<file path="config.mk">
export PLATFORM = sky130hd
export DESIGN_NAME = fmv_ctrl
export DESIGN_NICKNAME = d
export VERILOG_FILES = /design/src/fmv_pkg.sv /design/src/fmv_ctrl.sv
export SDC_FILE = /design/constraint.sdc
export NUM_CORES = 1
export LEC_CHECK = 0
export BUFFER_PORTS_ARGS = -buffer_cell sky130_fd_sc_hd__buf_4
export CORE_AREA = 2 2 39 41
export CTS_BUF_LIST = sky130_fd_sc_hd__clkbuf_4 sky130_fd_sc_hd__clkbuf_8
export DETAILED_ROUTE_END_ITERATION = 6
export DIE_AREA = 0 0 41 43
export GPL_TIMING_DRIVEN = 0
export SYNTH_ARGS = -nofsm -noshare
export SYNTH_HDL_FRONTEND = slang
export SYNTH_SLANG_ARGS = --single-unit
</file>
<file path="constraint.sdc">
create_clock -name clk -period 2.85 [get_ports clk]
set_input_delay 0 -clock clk [delete_from_list [all_inputs] [get_ports clk]]
set_output_delay 0 -clock clk [all_outputs]
set_load 0.01 [all_outputs]
</file>
<file path="src/fmv_pkg.sv">
// Shared constants, payload structs and control types for the forest classifier.
`timescale 1ns / 1ps
`default_nettype none
package fmv_pkg;

	localparam int MAX_TREES      = 16;
	localparam int NODES_PER_TREE = 1024;
	localparam int NUM_FEATURES   = 8;
	localparam int NUM_CLASSES    = 16;
	localparam int MAX_DEPTH      = 32;

	localparam int TREE_W      = $clog2(MAX_TREES);
	localparam int NODE_W      = $clog2(NODES_PER_TREE);
	localparam int FEAT_W      = $clog2(NUM_FEATURES);
	localparam int LABEL_W     = $clog2(NUM_CLASSES);
	localparam int CNT_W       = $clog2(MAX_TREES + 1);
	localparam int STEP_W      = $clog2(MAX_DEPTH + 1);
	localparam int ADDR_W      = TREE_W + NODE_W;
	localparam int TABLE_DEPTH = MAX_TREES * NODES_PER_TREE;
	localparam int ACTION_W    = 2;
	localparam int VALUE_W     = 32;
	localparam int CFG_W       = 5;
	localparam int VOTES_W     = 5;

	localparam logic [CFG_W-1:0] TREES_RESET = 5'd15;

	localparam logic [ACTION_W-1:0] ACT_NODE_WRITE = 2'd0;
	localparam logic [ACTION_W-1:0] ACT_FEAT_WRITE = 2'd1;
	localparam logic [ACTION_W-1:0] ACT_CLASSIFY   = 2'd2;

	typedef struct packed {
		logic [ACTION_W-1:0]       action;
		logic [TREE_W-1:0]         tree_index;
		logic [NODE_W-1:0]         node_index;
		logic [FEAT_W-1:0]         feature_index;
		logic signed [VALUE_W-1:0] value;
		logic                      is_leaf;
		logic [LABEL_W-1:0]        class_label;
		logic [NODE_W-1:0]         left_index;
		logic [NODE_W-1:0]         right_index;
	} fmv_in_t;

	typedef struct packed {
		logic [LABEL_W-1:0] predicted_label;
		logic [VOTES_W-1:0] winning_votes;
		logic               walk_error;
	} fmv_out_t;

	typedef struct packed {
		logic [FEAT_W-1:0]         feature_index;
		logic signed [VALUE_W-1:0] threshold;
		logic                      is_leaf;
		logic [LABEL_W-1:0]        class_label;
		logic [NODE_W-1:0]         left_index;
		logic [NODE_W-1:0]         right_index;
	} fmv_node_t;

	localparam int NODE_BITS = $bits(fmv_node_t);

	typedef enum logic [1:0] {
		ST_IDLE,
		ST_WALK,
		ST_FINISH
	} fmv_state_t;

	typedef enum logic [1:0] {
		SEL_ZERO,
		SEL_CHILD,
		SEL_NEXT_ROOT
	} fmv_addr_sel_t;

	typedef struct packed {
		logic          node_we;
		logic          feat_we;
		logic          init;
		logic          step;
		logic          tree_done;
		logic          finish;
		fmv_addr_sel_t addr_sel;
	} fmv_cmd_t;

	typedef struct packed {
		logic no_trees;
		logic node_leaf;
		logic depth_hit;
		logic last_tree;
	} fmv_status_t;

endpackage
`default_nettype wire

</file>
<file path="src/fmv_ctrl.sv">
// Controller state machine that sequences table writes, tree walks and the result.
`timescale 1ns / 1ps
`default_nettype none
module fmv_ctrl (
	input  logic                           clk,
	input  logic                           arst_n,
	input  logic                           start,
	input  logic [fmv_pkg::ACTION_W-1:0]   action,
	input  fmv_pkg::fmv_status_t           status,
	output fmv_pkg::fmv_cmd_t              cmd,
	output logic                           busy
);
	import fmv_pkg::*;

	fmv_state_t state_q;
	fmv_state_t state_d;
	logic       tree_end;

	assign tree_end = status.node_leaf || status.depth_hit;

	always_ff @(posedge clk or negedge arst_n) begin
		if (!arst_n) begin
			state_q <= ST_IDLE;
		end else begin
			state_q <= state_d;
		end
	end

	always_comb begin
		state_d = state_q;
		unique case (state_q)
			ST_IDLE: begin
				if (start && action == ACT_CLASSIFY) begin
					state_d = status.no_trees ? ST_FINISH : ST_WALK;
				end
			end
			ST_WALK: begin
				if (tree_end && status.last_tree) begin
					state_d = ST_FINISH;
				end
			end
			ST_FINISH: begin
				state_d = ST_IDLE;
			end
			default: begin
				state_d = ST_IDLE;
			end
		endcase
	end

	always_comb begin
		cmd = '0;
		cmd.addr_sel = SEL_ZERO;
		unique case (state_q)
			ST_IDLE: begin
				// The root of the first tree is read while the transaction is accepted.
				if (start) begin
					cmd.node_we = (action == ACT_NODE_WRITE);
					cmd.feat_we = (action == ACT_FEAT_WRITE);
					cmd.init    = (action == ACT_CLASSIFY);
				end
			end
			ST_WALK: begin
				if (tree_end) begin
					cmd.tree_done = 1'b1;
					cmd.addr_sel  = SEL_NEXT_ROOT;
				end else begin
					cmd.step     = 1'b1;
					cmd.addr_sel = SEL_CHILD;
				end
			end
			ST_FINISH: begin
				cmd.finish = 1'b1;
			end
			default: begin
				cmd = '0;
			end
		endcase
	end

	assign busy = (state_q != ST_IDLE);

	a_no_write_busy: assert property (@(posedge clk) disable iff (!arst_n)
		busy |-> !cmd.node_we && !cmd.feat_we && !cmd.init)
		else $error("table write or new classify issued while busy");

	a_finish_once: assert property (@(posedge clk) disable iff (!arst_n)
		state_q == ST_FINISH |=> state_q == ST_IDLE)
		else $error("finish state not followed by idle");

endmodule
`default_nettype wire

</file>
Yosys cells after proc, flatten, opt, wreduce, memory -nomap -nowiden
Cells that the tools add are included.
Widths: inputs -> output; s select.
{"block": "word_totals", "latch_bits": 0, "input_bits": 9, "mem_bits_rw": 0, "n_memories": 0, "register_bits": 2, "out_inout_bits": 9, "rom_bits": 0}
{"block": "classes", "n_addsub": 0, "bitwise": 0, "n_eq_ne": 6, "muxes": 12, "order_cmp": 0, "shift": 0, "n_reduce_logical": 7, "mul": 0, "n_div": 0}
{"operator": "$mux 2", "count": 6}
{"operator": "$mux 3", "count": 2}
{"operator": "$eq 2x1->1 const B", "count": 2}
{"operator": "$eq 2x2->1 const B", "count": 2}
{"operator": "$logic_not 2->1", "count": 2}
{"operator": "$ne 2x2->1 const B", "count": 2}
{"operator": "$pmux 2 s2", "count": 1}
{"operator": "$mux 1", "count": 3}
{"operator": "$logic_and 1x1->1", "count": 2}
{"operator": "$reduce_and 2->1", "count": 1}
{"operator": "$reduce_bool 2->1", "count": 1}
{"operator": "$logic_or 1x1->1", "count": 1}

Longest topological paths before layout
{"block": "depth", "word_depth": 4, "ltp_mapped": 3}

Worst setup path before layout
OpenSTA, ideal clock, no wires.
{"block": "synth_path", "path_type": "flip-flop to flip-flop", "start": "reg state_q[1]", "end": "reg state_q[0]", "required_time_ps": 2749, "arrival_ps": 1016, "stages_incl_launch_ff": 3, "setup_slack_ps": 1734, "period_less_slack_ps": 1116, "path_cell_list": "dfrtp_1 or3b_4 o32ai_1"}
{"block": "synth_via", "elab_chain_cells": 3, "word_cells_on_any_way": 6, "cone_classes": "eq/ne: 3; mux: 1; reduce/logical: 2"}
{"item": "from (decl)", "line": "fmv_ctrl.sv:15", "text": "fmv_state_t state_q;"}
{"item": "from (signal assigned)", "line": "fmv_ctrl.sv:25", "text": "state_q <= state_d;"}
{"item": "$eq 2x1->1 / $logic_not 2->1 (equally long branches)", "line": "fmv_ctrl.sv:31", "text": "unique case (state_q)"}
{"item": "$ne 2x2->1 (no line)"}
{"item": "$reduce_and 2->1 (no line)"}
Parallel ways exist; a longest one is shown, timed or not.
A chain may end at the register's enable or synchronous reset.

==> metrics <==
fin nets=53; maximum capacitance violations=0; worst hold path type=primary input to register; Max-Slew Margin vs Limit=0.8408; Netlist cell types=13; max reg flops=2; warnings from Yosys=0; DRC violations left=0; worst vdd ir=108.8 uV; cells on worst reg2reg path=2; Setup crit end kind=primary output; WP data required=approximately 2900 ps; pre-CTS setup slack=1650 ps; ANT nets after route=0; antenna violations before repair=0; clk buf depth=2; DRT Pass-1 Iters=4; Max Transition Viols Final=0; syn_area_per_cell=8.195 um2; Design Power=0.1439 mW; CTS tree=built; PostCTS Resize Cnt=0; Syn Nets=29; Core Region=1384 um2; die width=just over 40 um; vias in the first global route=195; wire per inst=8.069 um; R2R Path Start=state_q[1]; RSZ-0062 raised after global routing=no; Reg with most FFs=state_q; fin worst setup slack=1480 ps; area grow syn2layout=116.0%; placed insts=53; DRT iter0 DRCs=3; final hold violations=0; DR vias/cell=3.828; Hold Path Origin=status[0]; clock latency on the worst-skew pair=230 ps; clock sink total=2; FF+latch count, synth=2; Hold Path Depth=3; I/O Buffers=17; DIE AREA=1763 um2; RD Place Congestion=~0.58; DP Wirelength=365.6 um; setup TNS=0 ps; Initial Util=0.1184; CTS Buf Count=3; layout cell share with drive strength beyond 1=0.5714; Critical Path Start Type=register; first-pass GRT wire length=731 um; Hold Path End=state_q[1]; Tcrit/Tclk final=0.4808; Setup CP Type=register to primary output; post-synthesis instance area=163.9 um2; post-synthesis sequential area ratio=0.3053; Rows=14; Fmax=~730 MHz; Final Critical Period=1370 ps; crit path max fanout=5; Worst-path clk slew=about 30 ps; die height=43 um; Top Registers=state_q (2); wirelength, routed=468 um; leak pwr=0.1827 nW; Syn Inst Count=20; cell area power density=406.3 nW/um2; Worst Clk Skew=2.992 ps; CP Data Arrival Time=1370 ps; CTS HTree Levels=1; vias after detailed routing=222; most frequent cells in the layout=buf_4 (19), nor2_1 (3), clkbuf_4 (3); worst r2r dst=state_q[0]; Ports=18; reg2reg setup slack=between 1500 and 2000 ps; run status=finished clean; worst hold slack=72.54 ps; ANT cells=0; Finished Layout Cells=58; aggregate global routing overflow=0; global-route usage over all layers=0.07236; largest net degree at the start of global routing=6; final setup fails=0; Worst Tran Pin Value=237.0 ps; commonest non-fill, non-tap cell in the layout=buf_4; CTS root buffer=clkbuf_4
-- timing repair --
action                                 4_1_cts  5_1_grt
hold buffers                                 2        0
buffers inserted                             0        0
endpoints found under the hold margin        3        0
-- synthesized netlist by cell type, drive strengths merged --
cell,count,share of area
buf,2,0.092
dfrtp,2,0.31
inv,1,0.023
nand2b,2,0.076
nor2,3,0.069
nor2b,1,0.038
nor3,2,0.061
nor3b,1,0.046
o21a,1,0.046
o21ai,1,0.031
o32ai,2,0.11
or2,1,0.038
or3b,1,0.069
-- per-layer routing --
layer	track usage	up-vias	wire length, um
met4	0.1200	0	14
li1	-	115	-
met2	0.07188	13	203
met3	0.03141	2	60
met5	0	-	0
met1	0.08065	92	189
-- cell type report --
type                            instances  area, um2
Fill cell                             155       1030
Timing Repair Buffer                   19      147.6
Multi-Input combinational cell         15      95.09
Sequential cell                         2      50.05
Clock buffer                            3      22.52
Tap cell                               16      20.02
Buffer                                  2      15.01
Inverter                                1      3.754
-- through the flow --
| step | area [um2] | util |
|---|---|---|
| floorplan | 163.9 | - |
| global placement | 311.5 | 0.2251 |
| detailed placement | 311.5 | 0.2251 |
| CTS | 354.1 | 0.2559 |
| global route | 354.1 | 0.2559 |
| finish | 354.1 | 0.2559 |
-- worst max-delay path, stage by stage (launching register included) --
cell and delay (ps):
dfrtp_1 380, or3b_4 430, nor3b_1 190, buf_4 150
-- power by group --
part | internal [mW] | switching [mW]
logic | 0.0270 | 0.0174
registers | 0.0307 | 0.00169
clock network | 0.0468 | 0.0202
-- worst max path at each step --
| stage | startpoint | to | slack [ps] | cells after the start |
|---|---|---|---|---|
| floorplan | state_q[1] | state_q[0] | 1730 | 2 |
| global placement | state_q[1] | state_q[0] | 1670 | 2 |
| detailed placement | state_q[1] | state_q[0] | 1650 | 2 |
| CTS | state_q[1] | cmd[6] | 1470 | 3 |
| global route | state_q[1] | cmd[6] | 1390 | 3 |
| finish | state_q[1] | cmd[6] | 1480 | 3 |
-- cells by family after synthesis --
family,Yosys count,synth area share
AO/OA/AOI/OAI,4,0.1832
buffers and inverters,3,0.1145
flip-flops,2,0.3054
AND/OR/NAND/NOR,11,0.3970
Note: power is estimated with default switching activity, not from simulation.
